$ cat config.mk
export PLATFORM = sky130hd
export DESIGN_NAME = tape_block_mark_controller
export DESIGN_NICKNAME = d
export VERILOG_FILES = /design/src/rtl/core/tbmc_pkg.sv /design/src/rtl/core/tbmc_step.sv /design/src/rtl/core/tbmc_cfg.sv /design/src/rtl/core/tape_block_mark_controller.sv
export SDC_FILE = /design/constraint.sdc
export NUM_CORES = 1
export LEC_CHECK = 0
export BUFFER_PORTS_ARGS = -buffer_cell sky130_fd_sc_hd__buf_2
export CORE_AREA = 3 3 179 181
export DETAILED_ROUTE_END_ITERATION = 6
export DIE_AREA = 0 0 182 184
export GPL_TIMING_DRIVEN = 0
export PLACE_DENSITY_LB_ADDON = 0.15
export SKIP_LAST_GASP = 1
export SLEW_MARGIN = 20
export SYNTH_ARGS = -nofsm -noshare
export SYNTH_HDL_FRONTEND = slang
export SYNTH_SLANG_ARGS = --single-unit
$ cat constraint.sdc
create_clock -name aclk -period 7.16 [get_ports aclk]
set_input_delay 1.074 -clock aclk [delete_from_list [all_inputs] [get_ports aclk]]
set_output_delay 1.074 -clock aclk [all_outputs]
set_load 0.01 [all_outputs]
$ cat src/rtl/core/tbmc_pkg.sv
package tbmc_pkg;

    localparam logic [2:0] OP_CLEAR = 3'd0;
    localparam logic [2:0] OP_SET   = 3'd1;
    localparam logic [2:0] OP_RDCTL = 3'd2;
    localparam logic [2:0] OP_RDTAP = 3'd3;
    localparam logic [2:0] OP_LINE  = 3'd4;
    localparam logic [2:0] OP_TICK  = 3'd5;

    localparam logic [2:0] CFG_ATTACHED = 3'd0;
    localparam logic [2:0] CFG_WLOCK    = 3'd1;
    localparam logic [2:0] CFG_TMSW     = 3'd2;
    localparam logic [2:0] CFG_DSHORT   = 3'd3;
    localparam logic [2:0] CFG_DMID     = 3'd4;
    localparam logic [2:0] CFG_DLONG    = 3'd5;

    localparam logic [1:0] PH_NULL   = 2'd0;
    localparam logic [1:0] PH_RQ     = 2'd1;
    localparam logic [1:0] PH_ACTIVE = 2'd2;

    localparam logic [8:0] MK_SPACE_MASK  = 9'o477;
    localparam logic [8:0] MK_BM_SPACE_V  = 9'o425;
    localparam logic [8:0] MK_BM_SYNC_V   = 9'o751;
    localparam logic [8:0] MK_DATA_SYNC_V = 9'o632;
    localparam logic [8:0] MK_BM_END_V    = 9'o526;
    localparam logic [8:0] MK_FEND_A      = 9'o773;
    localparam logic [8:0] MK_FEND_B      = 9'o473;
    localparam logic [8:0] MK_REND_A      = 9'o610;
    localparam logic [8:0] MK_REND_B      = 9'o410;
    localparam logic [8:0] MK_END_V       = 9'o622;
    localparam logic [8:0] MK_DATA_V      = 9'o470;
    localparam logic [7:0] TD_GATE        = 8'o102;

    // command bits
    localparam int CB_USEL = 5;
    localparam int CB_TEEN = 4;
    localparam int CB_JDEN = 3;
    localparam int CB_GO   = 2;
    localparam int CB_REV  = 1;
    localparam int CB_TEN  = 0;
    // status flags
    localparam int SF_INCOMP = 6;
    localparam int SF_WREN   = 5;
    localparam int SF_TIME   = 4;
    localparam int SF_INFO   = 3;
    localparam int SF_ILL    = 2;
    localparam int SF_TEND   = 1;
    localparam int SF_JDONE  = 0;

    typedef struct packed {
        logic [5:0]  command_bits;
        logic [1:0]  time_code;
        logic [2:0]  function_code;
        logic [2:0]  unit_number;
        logic [2:0]  interrupt_level;
        logic [6:0]  status_flags;
        logic [1:0]  rw_phase;
        logic        start_delay_active;
        logic [19:0] delay_count;
        logic        unit_selected;
        logic [8:0]  mark_shift;
        logic [3:0]  block_window;
        logic [7:0]  data_window;
        logic [5:0]  mark_check_ring;
        logic        mark_check_on;
        logic [5:0]  line_parity;
        logic [5:0]  char_buffer;
        logic [2:0]  write_bits;
        logic        half_toggle;
        logic [3:0]  current_line;
        logic [2:0]  sel_unit;
    } ctl_state_t;

    typedef struct packed {
        logic [7:0]  attached_units;
        logic [7:0]  write_locked_units;
        logic        timing_mark_switch;
        logic [19:0] delay_short_ticks;
        logic [19:0] delay_mid_ticks;
        logic [19:0] delay_long_ticks;
    } cfg_t;

    typedef struct packed {
        logic [2:0]  opcode;
        logic [35:0] bus_word;
        logic [3:0]  tape_line;
        logic [5:0]  channel_data;
        logic        channel_disconnect;
    } item_t;

    typedef struct packed {
        logic [16:0] read_data;
        logic        tape_write_enable;
        logic [3:0]  tape_write_value;
        logic        channel_exchange;
        logic [5:0]  channel_out;
        logic        channel_reverse;
        logic        motion_go;
        logic        motion_reverse;
        logic [6:0]  interrupt_request;
    } result_t;

endpackage

$ cat src/rtl/core/tbmc_step.sv
// Next-state and result logic for one transaction.
module tbmc_step #(
    parameter int UNIT_COUNT = 8
) (
    input  tbmc_pkg::ctl_state_t st,
    input  tbmc_pkg::cfg_t       cfg,
    input  tbmc_pkg::item_t      item,
    output tbmc_pkg::ctl_state_t st_next,
    output tbmc_pkg::result_t    res
);
    import tbmc_pkg::*;

    function automatic ctl_state_t sel_unit_f(ctl_state_t s, cfg_t c);
        logic ok;
        ok = (s.command_bits[CB_USEL] || s.unit_number >= 3'd2)
             && ({1'b0, s.unit_number} < 4'(UNIT_COUNT))
             && c.attached_units[s.unit_number];
        s.unit_selected = ok;
        if (ok) s.sel_unit = s.unit_number;
        return s;
    endfunction

    always_comb begin
        ctl_state_t s;
        logic is_wr, is_bm, is_all, is_dat, rev, locked, wasdone, mk, dend, space, sync;
        logic [3:0] mask, tbmedge;
        logic [7:0] tdedge;
        logic [8:0] m;
        logic [2:0] d;
        logic xf, xr, fire;
        logic [5:0] xo;
        logic [3:0] wval;
        logic wen;
        logic [16:0] rd;
        logic any;
        s = st;
        xf = 1'b0; xr = 1'b0; xo = '0; wen = 1'b0; wval = '0; rd = '0; fire = 1'b0;
        is_wr = 1'b0; is_bm = 1'b0; is_all = 1'b0; is_dat = 1'b0; rev = 1'b0;
        locked = 1'b0; wasdone = 1'b0; mk = 1'b0; dend = 1'b0; space = 1'b0;
        mask = '0; tbmedge = '0; tdedge = '0; m = '0; d = '0; sync = 1'b0; any = 1'b0;
        unique case (item.opcode)
            OP_CLEAR: begin
                s.status_flags = '0; s.command_bits = '0; s.time_code = '0;
                s.function_code = '0; s.unit_number = '0; s.interrupt_level = '0;
                s.rw_phase = PH_NULL;
            end
            OP_SET: begin
                s.command_bits    = s.command_bits | item.bus_word[34:29];
                s.time_code       = s.time_code | item.bus_word[28:27];
                s.function_code   = s.function_code | item.bus_word[26:24];
                s.unit_number     = s.unit_number | item.bus_word[23:21];
                s.interrupt_level = s.interrupt_level | item.bus_word[20:18];
                s = sel_unit_f(s, cfg);
                if (s.time_code == 2'd0) begin
                    s.rw_phase = PH_RQ;
                end else begin
                    s.delay_count = (s.time_code == 2'd1) ? cfg.delay_short_ticks :
                                    (s.time_code == 2'd2) ? cfg.delay_mid_ticks :
                                                            cfg.delay_long_ticks;
                    s.start_delay_active = 1'b1;
                    s.block_window = '0; s.data_window = '0; s.mark_shift = '0;
                    s.mark_check_on = 1'b0;
                end
            end
            OP_RDCTL: begin
                rd = {s.command_bits, s.time_code, s.function_code, s.unit_number,
                      s.interrupt_level};
            end
            OP_RDTAP: begin
                rd = {6'd0, s.start_delay_active, s.rw_phase == PH_RQ,
                      s.rw_phase == PH_ACTIVE, s.rw_phase == PH_NULL, s.status_flags};
            end
            OP_LINE: begin
                if (s.status_flags[SF_TEND]) s.command_bits[CB_GO] = 1'b0;
                if (s.unit_selected && s.command_bits[CB_GO]) begin
                    is_wr  = s.function_code[2];
                    is_bm  = s.function_code[1:0] == 2'd2;
                    is_all = s.function_code[1:0] == 2'd1;
                    is_dat = s.function_code[1:0] == 2'd3;
                    rev    = s.command_bits[CB_REV];
                    locked = cfg.write_locked_units[s.sel_unit];
                    mask   = rev ? 4'hF : 4'h0;
                    wasdone = s.status_flags[SF_JDONE];
                    s.current_line = item.tape_line ^ mask;
                    if (s.rw_phase == PH_ACTIVE) begin
                        s.status_flags[SF_WREN] = 1'b1;
                        if (is_wr) begin
                            s.write_bits = s.half_toggle ? s.char_buffer[2:0]
                                                         : s.char_buffer[5:3];
                            if (rev) s.write_bits = s.write_bits ^ 3'd7;
                            if (locked) s.status_flags[SF_ILL] = 1'b1;
                        end
                    end
                    if (is_wr && s.status_flags[SF_WREN] && !locked) begin
                        wen = 1'b1;
                        if (s.function_code == 3'd4 && cfg.timing_mark_switch)
                            wval = {s.write_bits[2], s.write_bits} ^ mask;
                        else
                            wval = {s.current_line[3], s.write_bits} ^ mask;
                    end
                    if (is_wr) s.write_bits = s.write_bits ^ 3'd7;
                    if (!s.start_delay_active && s.function_code != 3'd4)
                        s.mark_shift = {s.mark_shift[8] | s.mark_shift[7],
                                        s.mark_shift[6:0], s.current_line[3]};
                    if (s.rw_phase == PH_ACTIVE && !is_wr) begin
                        d = s.current_line[2:0] ^
                            ((rev && s.function_code != 3'd2) ? 3'd7 : 3'd0);
                        s.char_buffer = s.char_buffer |
                                        (s.half_toggle ? {3'd0, d} : {d, 3'd0});
                    end
                    m = s.mark_shift;
                    if (s.rw_phase == PH_ACTIVE) begin
                        if (s.half_toggle) begin
                            s.line_parity = s.line_parity ^ ~s.char_buffer;
                            if (!is_wr && (s.data_window & TD_GATE) == 8'd0) begin
                                xf = 1'b1; xo = s.char_buffer;
                                xr = rev && s.function_code != 3'd2;
                                s.char_buffer = s.char_buffer | item.channel_data;
                                if (item.channel_disconnect)
                                    s.status_flags[SF_INCOMP] = 1'b1;
                            end
                        end
                        s.half_toggle = ~s.half_toggle;
                        if (is_bm && m == MK_BM_END_V) s.status_flags[SF_JDONE] = 1'b1;
                        if (!is_all && (m == MK_BM_SYNC_V || m == MK_DATA_SYNC_V)) begin
                            s.status_flags[SF_INFO] = 1'b1;
                            s.rw_phase = PH_NULL;
                        end
                    end else begin
                        s.half_toggle = 1'b0;
                    end
                    dend  = m == MK_FEND_A || m == MK_FEND_B || m == MK_REND_A ||
                            m == MK_REND_B;
                    space = (m & MK_SPACE_MASK) == MK_BM_SPACE_V;
                    sync  = m == MK_BM_SYNC_V;
                    mk = m == MK_BM_END_V || sync || dend || m == MK_DATA_SYNC_V ||
                         m == MK_DATA_V;
                    if (s.mark_check_on && (mk != (s.mark_check_ring == 6'o40)))
                        s.status_flags[SF_INFO] = 1'b1;
                    if (!space)
                        s.mark_check_ring = {s.mark_check_ring[0], s.mark_check_ring[5:1]};
                    tbmedge = ~s.block_window;
                    if (sync) s.block_window = {1'b1, s.block_window[3:1]};
                    else if (space) s.block_window = {1'b0, s.block_window[3:1]};
                    tbmedge = tbmedge & s.block_window;
                    tdedge = s.data_window;
                    if (m == MK_DATA_SYNC_V) s.data_window = {1'b1, s.data_window[7:1]};
                    else if (dend) s.data_window = {1'b0, s.data_window[7:1]};
                    tdedge = tdedge ^ s.data_window;
                    if (tdedge[6] && s.data_window[6]) s.line_parity = '0;
                    if (s.rw_phase == PH_RQ) begin
                        if ((is_bm && tbmedge[0]) || (is_all && tbmedge[3]) ||
                            (is_dat && tdedge[6] && s.data_window[6]))
                            s.rw_phase = PH_ACTIVE;
                    end else if (s.rw_phase == PH_ACTIVE && is_dat && tdedge[1] &&
                                 !s.data_window[1]) begin
                        if (item.channel_disconnect) s.status_flags[SF_JDONE] = 1'b1;
                        else s.rw_phase = PH_RQ;
                    end
                    if (s.status_flags[SF_JDONE] && !wasdone) s.rw_phase = PH_NULL;
                    if (s.rw_phase == PH_ACTIVE && !s.half_toggle) s.char_buffer = '0;
                    if (!is_wr && (is_all || is_dat) && s.data_window[0] &&
                        s.line_parity != 6'o77)
                        s.status_flags[SF_INFO] = 1'b1;
                    if (s.block_window[0]) begin
                        if (space) s.mark_check_ring = 6'o40;
                        else s.mark_check_on = 1'b1;
                    end
                    if (sync) s.mark_check_on = 1'b0;
                    if (m == MK_END_V) begin
                        s.status_flags[SF_TEND] = 1'b1;
                        s.rw_phase = PH_NULL;
                    end
                    if (s.rw_phase != PH_ACTIVE) begin
                        s.status_flags[SF_WREN] = 1'b0;
                    end else if (!s.half_toggle) begin
                        if (is_wr && is_dat && s.data_window[1])
                            s.char_buffer = s.char_buffer | s.line_parity;
                        if ((is_wr && (s.data_window & TD_GATE) == 8'd0) ||
                            s.function_code == 3'd4) begin
                            xf = 1'b1; xo = s.char_buffer; xr = rev;
                            s.char_buffer = s.char_buffer | item.channel_data;
                            if (item.channel_disconnect)
                                s.status_flags[SF_INCOMP] = 1'b1;
                        end
                    end
                end
            end
            OP_TICK: begin
                if (s.start_delay_active) begin
                    if (s.delay_count == 20'd0) fire = 1'b1;
                    else s.delay_count = s.delay_count - 20'd1;
                    if (fire) begin
                        s.start_delay_active = 1'b0;
                        s.status_flags[SF_TIME] = 1'b1;
                        s = sel_unit_f(s, cfg);
                        if (!s.unit_selected) begin
                            s.command_bits[CB_GO] = 1'b0;
                            s.status_flags[SF_ILL] = 1'b1;
                        end
                        if ((s.function_code == 3'd4) != cfg.timing_mark_switch)
                            s.status_flags[SF_ILL] = 1'b1;
                        if (s.function_code == 3'd4) s.rw_phase = PH_ACTIVE;
                        else if (s.function_code != 3'd0) s.rw_phase = PH_RQ;
                    end
                end
                if (s.status_flags[SF_TEND]) s.command_bits[CB_GO] = 1'b0;
            end
            default: ;
        endcase
        any = (s.status_flags[SF_TIME] && s.command_bits[CB_TEN]) ||
              (s.status_flags[SF_JDONE] && s.command_bits[CB_JDEN]) ||
              (s.status_flags[SF_TEND] && s.command_bits[CB_TEEN]) ||
              s.status_flags[SF_ILL] || s.status_flags[SF_INFO];
        res.read_data         = rd;
        res.tape_write_enable = wen;
        res.tape_write_value  = wval;
        res.channel_exchange  = xf;
        res.channel_out       = xo;
        res.channel_reverse   = xr;
        res.motion_go         = s.unit_selected && s.command_bits[CB_GO];
        res.motion_reverse    = s.unit_selected && s.command_bits[CB_REV];
        res.interrupt_request = (s.interrupt_level != 3'd0 && any) ?
                                7'(8'h80 >> s.interrupt_level) : 7'd0;
        st_next = s;
    end
endmodule

$ cat src/rtl/core/tbmc_cfg.sv
// Configuration register file.
module tbmc_cfg (
    input  logic                aclk,
    input  logic                aresetn,
    input  logic                cfg_we,
    input  logic [2:0]          cfg_index,
    input  logic [19:0]         cfg_data,
    output tbmc_pkg::cfg_t      cfg
);
    import tbmc_pkg::*;

    cfg_t cfg_reg;
    assign cfg = cfg_reg;

    always_ff @(posedge aclk) begin
        if (!aresetn) begin
            cfg_reg <= '{attached_units: 8'd0, write_locked_units: 8'd0,
                         timing_mark_switch: 1'b0, delay_short_ticks: 20'd35000,
                         delay_mid_ticks: 20'd225000, delay_long_ticks: 20'd300000};
        end else if (cfg_we) begin
            unique case (cfg_index)
                CFG_ATTACHED: cfg_reg.attached_units     <= cfg_data[7:0];
                CFG_WLOCK:    cfg_reg.write_locked_units <= cfg_data[7:0];
                CFG_TMSW:     cfg_reg.timing_mark_switch <= cfg_data[0];
                CFG_DSHORT:   cfg_reg.delay_short_ticks  <= cfg_data;
                CFG_DMID:     cfg_reg.delay_mid_ticks    <= cfg_data;
                CFG_DLONG:    cfg_reg.delay_long_ticks   <= cfg_data;
                default: ;
            endcase
        end
    end
endmodule

$ cat src/rtl/core/tape_block_mark_controller.sv
// Channel  | Dir | Handshake            | Payload
// s_axis   | in  | s_tvalid / s_tready  | s_tdata: opcode, bus_word, tape_line,
//          |     |                      |          channel_data, channel_disconnect
// m_axis   | out | m_tvalid / m_tready  | m_tdata: result fields, see port
// cfg      | in  | cfg_we               | cfg_index, cfg_data
//
// One transaction per cycle unless the output stalls: the controller state updates
// in the same cycle a transaction is taken, and its result lands in the output register.
// m_tvalid rises in the cycle after an input is accepted.
// aresetn (synchronous) clears state and the output valid flag and restores config defaults.
// A stalled output holds; input is taken when the output register is free or
// being drained that cycle.
module tape_block_mark_controller #(
    parameter int UNIT_COUNT = 8
) (
    input  logic        aclk,
    input  logic        aresetn,
    input  logic        s_tvalid,
    output logic        s_tready,
    // [2:0] opcode, [38:3] bus_word, [42:39] tape_line, [48:43] channel_data,
    // [49] channel_disconnect, [55:50] zero
    input  logic [55:0] s_tdata,
    output logic        m_tvalid,
    input  logic        m_tready,
    // [16:0] read_data, [17] tape_write_enable, [21:18] tape_write_value,
    // [22] channel_exchange, [28:23] channel_out, [29] channel_reverse,
    // [30] motion_go, [31] motion_reverse, [38:32] interrupt_request, [39] zero
    output logic [39:0] m_tdata,
    input  logic        cfg_we,
    input  logic [2:0]  cfg_index,
    input  logic [19:0] cfg_data
);
    import tbmc_pkg::*;

    cfg_t       cfg;
    ctl_state_t state_reg, state_next;
    item_t      item;
    result_t    res, res_reg;
    logic       valid_reg;
    logic       take;

    tbmc_cfg u_cfg (
        .aclk(aclk), .aresetn(aresetn), .cfg_we(cfg_we), .cfg_index(cfg_index),
        .cfg_data(cfg_data), .cfg(cfg)
    );

    assign item = '{opcode: s_tdata[2:0], bus_word: s_tdata[38:3],
                    tape_line: s_tdata[42:39], channel_data: s_tdata[48:43],
                    channel_disconnect: s_tdata[49]};

    tbmc_step #(.UNIT_COUNT(UNIT_COUNT)) u_step (
        .st(state_reg), .cfg(cfg), .item(item), .st_next(state_next), .res(res)
    );

    assign s_tready = !valid_reg || m_tready;
    assign take     = s_tvalid && s_tready;
    assign m_tvalid = valid_reg;
    assign m_tdata  = {1'b0, res_reg.interrupt_request, res_reg.motion_reverse,
                       res_reg.motion_go, res_reg.channel_reverse, res_reg.channel_out,
                       res_reg.channel_exchange, res_reg.tape_write_value,
                       res_reg.tape_write_enable, res_reg.read_data};

    always_ff @(posedge aclk) begin
        if (!aresetn) begin
            state_reg <= '0;
            valid_reg <= 1'b0;
        end else begin
            if (take) state_reg <= state_next;
            if (take) valid_reg <= 1'b1;
            else if (m_tready) valid_reg <= 1'b0;
        end
    end

    always_ff @(posedge aclk) begin
        if (take) res_reg <= res;
    end
endmodule
-- Yosys cells after proc, flatten, opt, wreduce, memory -nomap -nowiden
Index checks and enable logic that the tools add are counted.
- shifts and indexed selects: 1
- $add $sub $neg: 1
- order comparisons: 5
- multiplexer cells: 152
- equality and inequality tests: 48
- reductions and logical operators: 95
- bitwise gates (word level): 24
- operators with widths (cell ; number):
    96-bit 2-to-1 mux ; 2
    6-bit 2-to-1 mux ; 28
    48-bit case mux with 3 select lines ; 1
    98-bit 2-to-1 mux ; 1
    9-bit == test (second input constant) ; 9
    20-bit 2-to-1 mux ; 3
    1-bit 2-to-1 mux ; 58
    48-bit 2-to-1 mux ; 1
    22-bit case mux with 2 select lines ; 1
    21-bit 2-to-1 mux ; 2
    3-bit 2-to-1 mux ; 14
    13-bit case mux with 3 select lines ; 1
    1-bit logical AND ; 36
    17-bit case mux with 2 select lines ; 1
    8-bit 2-to-1 mux ; 4
    6-bit bitwise OR ; 5
    2-bit 2-to-1 mux ; 14
    9-bit 2-to-1 mux ; 3
    12-bit 2-to-1 mux ; 2
    4-bit 2-to-1 mux ; 6
    6-bit case mux with 4 select lines ; 1
    20-bit zero test ; 1
    20-bit by 1-bit subtractor with 20-bit output (second input constant) ; 1
    1-bit logical OR ; 19
    other kinds (49) ; 112
- output and inout bits: 42
- bits of input ports: 84
- register bits: 212
- word-level logic and storage cells: 364

-- Logic depth before layout (Yosys ltp)
- word-level depth: 41
- mapped depth: 16
- depth with buffers taken out: 14

-- Hierarchy
From an unflattened synthesis, not the netlist that was laid out.
- cell total of the unflattened synthesis: 1598
- area total of the unflattened synthesis: 13016.2 sq um
- by module, submodules not included (module ; cells each ; area an instance (sq um) ; seq. area each (sq um) ; times used):
    tape_block_mark_controller ; 475 ; 5281.3 ; 3173.0 ; 1
    tbmc_step ; 827 ; 4719.5 ; 0.0 ; 1
    tbmc_cfg ; 296 ; 3015.4 ; 1541.5 ; 1

-- Least setup slack after synthesis
Ideal clock, no wire load.
- path type: input to register
- from: input port s_tdata[42]
- to: register res_reg, in the netlist m_tdata[38] (data pin)
- data required time: 6.889 ns
- stages on the path: 13
- arrival time: 4.232 ns
- setup slack: 2.657 ns
- path through: xnor2_1 -> nand4b_1 -> o41ai_2 -> a32o_2 -> nor2_4 -> mux2_2 -> ha_1 -> a21o_1 -> or3_1 -> o311a_1 -> a211o_1 -> a211oi_4 -> nor4_1
- cells in the longest elaborated chain, start to end: 27
- elaborated cells between the ends (all ways): 67
- those cells by class: eq/ne (13); mux (27); bitwise (2); reduce/logical (25)
- RTL lines (what ; line ; source):
    start: declaration ; tape_block_mark_controller.sv:22 ; input logic [55:0] s_tdata,
    4-bit bitwise XOR (*) ; tbmc_step.sv:84 ; s.current_line = item.tape_line ^ mask;
    9-bit 2-to-1 mux (*) ; tbmc_step.sv:102 ; if (!s.start_delay_active && s.function_code != 3'd4)
    9-bit 2-to-1 mux (*) ; tbmc_step.sv:75 ; if (s.unit_selected && s.command_bits[CB_GO]) begin
    9-bit 2-to-1 mux (*) ; tbmc_step.sv:41 ; unique case (item.opcode)
    9-bit == test, on equally long branches ; n/a ;
    1-bit logical OR, on equally long branches ; tbmc_step.sv:125, tbmc_step.sv:132 ;
    1-bit logical AND or 1-bit logical OR (tied branches) ; tbmc_step.sv:125, tbmc_step.sv:132 ;
    2-bit 2-to-1 mux or 1-bit logical OR (tied branches) ; tbmc_step.sv:125, tbmc_step.sv:132 ;
    (+11 left out) ; n/a ;
    6-bit 2-to-1 mux (*) ; tbmc_step.sv:75 ;
    6-bit case mux with 4 select lines (*) ; tbmc_step.sv:41 ;
    1-bit logical AND ; tbmc_step.sv:212 ; (s.status_flags[SF_JDONE] && s.command_bits[CB_JDEN]) ||
    1-bit logical OR ; tbmc_step.sv:211 ; any = (s.status_flags[SF_TIME] && s.command_bits[CB_TEN]) ||
    1-bit logical OR ; tbmc_step.sv:212 ;
    1-bit logical OR ; tbmc_step.sv:213 ; (s.status_flags[SF_TEND] && s.command_bits[CB_TEEN]) ||
    1-bit logical OR (*) ; tbmc_step.sv:214 ; s.status_flags[SF_ILL] || s.status_flags[SF_INFO];
    1-bit logical AND (*) ; tbmc_step.sv:223 ; res.interrupt_request = (s.interrupt_level != 3'd0 && any) ?
    end signal: assignment ; tape_block_mark_controller.sv:75 ; if (take) res_reg <= res;
    end: declaration ; tape_block_mark_controller.sv:38 ; result_t res, res_reg;
Mark *: on every way between the ends. The rest lies on a longest branch, timed or not. The select of a mux whose other input is x is not followed.
A chain may end at the register's enable or synchronous reset.

-- Worst setup path after layout
- from: register state_reg[72] in the netlist's numbering
- to: register res_reg, in the netlist m_tdata[34] (data pin)
- cells in the longest elaborated chain, start to end: 28
- elaborated cells between the ends (all ways): 75
- those cells by class: eq/ne (13); shift (1); mux (31); bitwise (1); reduce/logical (29)
- RTL lines (what ; line ; source):
    start: declaration ; tape_block_mark_controller.sv:36 ; ctl_state_t state_reg, state_next;
    start signal: assignment ; tape_block_mark_controller.sv:68 ; if (take) state_reg <= state_next;
    1-bit zero test ; tbmc_step.sv:102 ;
    1-bit logical AND ; tbmc_step.sv:102 ;
    9-bit 2-to-1 mux ; tbmc_step.sv:102 ;
    9-bit 2-to-1 mux ; tbmc_step.sv:75 ;
    9-bit 2-to-1 mux ; tbmc_step.sv:41 ;
    9-bit == test, on equally long branches ; n/a ;
    1-bit logical OR, on equally long branches ; tbmc_step.sv:125, tbmc_step.sv:132 ;
    1-bit logical AND or 1-bit logical OR (tied branches) ; tbmc_step.sv:125, tbmc_step.sv:132 ;
    (+12 left out) ; n/a ;
    6-bit 2-to-1 mux ; tbmc_step.sv:75 ;
    6-bit case mux with 4 select lines ; tbmc_step.sv:41 ;
    1-bit logical AND ; tbmc_step.sv:212 ;
    1-bit logical OR ; tbmc_step.sv:211 ;
    1-bit logical OR ; tbmc_step.sv:212 ;
    1-bit logical OR ; tbmc_step.sv:213 ;
    1-bit logical OR ; tbmc_step.sv:214 ;
    1-bit logical AND ; tbmc_step.sv:223 ;
Parallel ways exist; a longest one is shown, timed or not. The select of a mux whose other input is x is not followed.

==> results.txt <==
pin slew with the least headroom to its limit: 1.17 ns
die area: 0.0335 mm²
Pint: 2.14 mW
Hold Vio Cnt, Final: 0
met3 wire len: 1920 µm
sort of element at the end of the critical path: register
violation count after the first detailed-route iteration: 800
unrepaired setup endpoints after global routing: no
power consumption: 2.84 mW
fill cell count: 3165
largest driver fanout on the critical path: 9
worst-case clock buffer depth: 3
starting density of the core: 34.8%
leakage power total: 4.66 nW
Design Area, Final: 0.0125 mm²
number of global-route vias before repair: 9415
commonest register cell after synthesis: sky130_fd_sc_hd__dfxtp_1
height of the die: 184 µm
number of levels the H-tree was split into: 1
Fin Clk Skew: 0.0293 ns
number of buffers inserted to repair setup after CTS: 0
count of synthesis-stage warnings from yosys: 0
post-cts repair resize count: 0
final slew viol count: 0
highest routing layer actually used: met5
cell area after placement: 0.0116 mm²
All-Layer GR Usage: 20.2%
final weighted congestion in routability-driven placement: 0.865
area overhead of the layout relative to synthesis: 17.9%
Worst EP arrival: 5.28 ns
Startpoint Class: register
number of nets at the end of the flow: 1510
cell row count: 64
global-route congestion overflow total: 0
clock latency on the worst-skew pair: 0.55 ns
Sw Pwr: 700 µW
ratio of final minimum period to clock period: 70.2%
largest vdd supply drop: 0.181 mV
number of buffers inserted for hold repair after clock tree synthesis: 0
TritonCTS clock tree: done
share of synthesized flip-flops with an asynchronous set or reset: 0%
flip-flop count of the largest register, all copies and words added: 95
final total negative setup slack: 0 ns
nets in the synthesized netlist: 1384
Routed met2 length: 15900 µm
synthesized instance count: 1297
fraction of power consumed by sequential logic: 44.2%
power share of the clock group: 47.8%
register area share after synthesis: 43.6%
Register Area: 0.00463 mm²
number of failing setup endpoints in the final timing report: 0
Buffers on Ports: 98
pin count of the biggest net entering global routing: 49
Max Cap Viol: 0
final core utilization: 41.0%
vias per cell: 5.42
Hold/Removal Path Class: reg -> reg
HPWL reported at the end of detailed placement: 25900 µm
commonest cells after routing, fill and taps aside: sky130_fd_sc_hd__nand2_1, sky130_fd_sc_hd__nor2_1, sky130_fd_sc_hd__dfxtp_1, sky130_fd_sc_hd__a21oi_1, sky130_fd_sc_hd__buf_2
power per unit of standard cell area: 226 mW/mm²
minimum clock period after layout: 5.03 ns
total number of vias: 9987
DRT antenna net count: 0
timing-limited maximum frequency: 199 MHz
number of buffers created by CTS: 26
Sink Count: 212
worst hold slack after final layout: 0.453 ns
required time of the critical path: 7.42 ns
drt first pass iters: 5
status: finished, final reports clean
area taken by multi-input logic gates: 0.00560 mm²
total DRC errors in the routed layout: 0
final routed wire length divided by cell count: 19.0 µm
Synth Register Bits: 212
routed wire length: 34900 µm
slew margin rel.: 21.3%
mean area per synthesized cell: 8.20 µm²
Synth cell types: 84
die span in x: 182 µm
io pins: 126
core region area: 0.0306 mm²
cell at the root of the clock tree: sky130_fd_sc_hd__clkbuf_16
initial antenna violation count: 3
switching fraction of total power: 24.7%
start-to-end type of the worst setup path: reg -> reg
Clk pin slew, worst setup/hold paths: 0.06 ns
wire length of the first global-routing pass: 54400 µm
count of flip-flops with a built-in enable after synthesis: 39
detailed-routing wirelength on met1: 16200 µm
Synth Cell Area: 0.0106 mm²
most frequent standard cell in the layout excluding fill and tap cells: sky130_fd_sc_hd__nand2_1
part of the power in combinational logic: 7.9%
share of layout cells above drive strength 1: 12.2%
[synthesized netlist by cell type (7+ instances only)]
cell | n | share of area [%]
sky130_fd_sc_hd__nor4_1 | 8 | 0.47
sky130_fd_sc_hd__nand2b_1 | 14 | 0.82
sky130_fd_sc_hd__nor2b_1 | 7 | 0.41
sky130_fd_sc_hd__nand3_1 | 47 | 2.2
sky130_fd_sc_hd__a21oi_1 | 117 | 5.5
sky130_fd_sc_hd__or3_1 | 12 | 0.71
sky130_fd_sc_hd__nor3_1 | 30 | 1.4
sky130_fd_sc_hd__a211oi_1 | 15 | 1.1
sky130_fd_sc_hd__nand2_1 | 216 | 7.6
sky130_fd_sc_hd__o22ai_1 | 8 | 0.47
sky130_fd_sc_hd__clkbuf_1 | 65 | 2.3
sky130_fd_sc_hd__inv_1 | 27 | 0.95
sky130_fd_sc_hd__nor2_1 | 176 | 6.2
sky130_fd_sc_hd__edfxtp_1 | 39 | 11
sky130_fd_sc_hd__dfxtp_1 | 173 | 33
sky130_fd_sc_hd__mux2i_1 | 49 | 4.6
sky130_fd_sc_hd__and2_1 | 15 | 0.88
sky130_fd_sc_hd__a22oi_1 | 46 | 3.2
sky130_fd_sc_hd__o21ai_0 | 59 | 2.8
sky130_fd_sc_hd__xnor2_1 | 12 | 0.99
[worst max-delay path, cell delays in order (launching register included)]
cell and delay [ns]:
sky130_fd_sc_hd__dfxtp_1 0.31, sky130_fd_sc_hd__clkbuf_1 0.43, sky130_fd_sc_hd__clkinv_1 0.34, sky130_fd_sc_hd__nand2_1 0.38, sky130_fd_sc_hd__o21ai_0 0.22, sky130_fd_sc_hd__a32o_2 0.36
sky130_fd_sc_hd__nor2_4 0.26, sky130_fd_sc_hd__mux2_2 0.39, sky130_fd_sc_hd__ha_1 0.27, sky130_fd_sc_hd__a21o_1 0.21, sky130_fd_sc_hd__or3_1 0.38, sky130_fd_sc_hd__o311a_1 0.30
sky130_fd_sc_hd__a211o_1 0.35, sky130_fd_sc_hd__a211oi_4 0.42, sky130_fd_sc_hd__nor4b_1 0.13
[path summary, 6_finish.rpt]
| check | from | to | slack (ns) | cells past startpoint |
|---|---|---|---|---|
| max | state_reg[72] | m_tdata[34] | 2.13 | 14 |
| min | u_cfg.cfg[52] | u_cfg.cfg[52] | 0.45 | 2 |
| max reg2reg | state_reg[72] | m_tdata[34] | 2.13 | 14 |
| min reg2reg | u_cfg.cfg[52] | u_cfg.cfg[52] | 0.45 | 2 |
[power groups by stage]
| stage | Sequential (mW) | Combinational, mW | Clock (mW) |
|---|---|---|---|
| after floorplan | 1.28 | 0.125 | 0 |
| after global placement | 1.28 | 0.224 | 0 |
| after detailed placement | 1.28 | 0.224 | 0 |
| after CTS | 1.25 | 0.225 | 1.39 |
| after global routing | 1.26 | 0.247 | 1.44 |
| final | 1.25 | 0.225 | 1.36 |
[through the flow]
| step | setup slack [ns] | std cells |
|---|---|---|
| floorplan | 2.66 | 1297 |
| global placement | 1.47 | 1791 |
| detailed placement | 1.70 | 1791 |
| CTS | 2.20 | 1839 |
| global route | 1.92 | 1841 |
| finish | 2.13 | 1841 |
[final cells by class]
type                    count  area share (%)
inverters                  29           0.869
repair buffers             98            3.91
multi-input cells         981            44.7
flip-flops and latches    212            37.0
clock inverters             8           0.659
clock buffers              40            6.52
diodes                      2          0.0399
well taps                 396            3.95
plain buffers              75            2.41
[cell families (layout without fill, tap and decap cells)]
kind of cell,after synthesis,in the layout,synth area share [%]
adders and majority gates,3,3,0.353
other,1,3,0.0353
buffers and inverters,104,250,3.82
and+or+nand+nor,570,570,24.2
xor gates and xnor gates,18,18,1.48
muxes,60,60,6.34
DFF,212,212,43.6
AOI/OAI and AO/OA,329,329,20.2
[layer usage]
layer  global-route usage, %  up-vias
met5                       0        -
met4                    5.73        2
met3                    2.43       60
met2                    33.0      313
met1                    28.3     4714
li1                        -     4898
No activity file was read; power rests on OpenSTA's default activity.
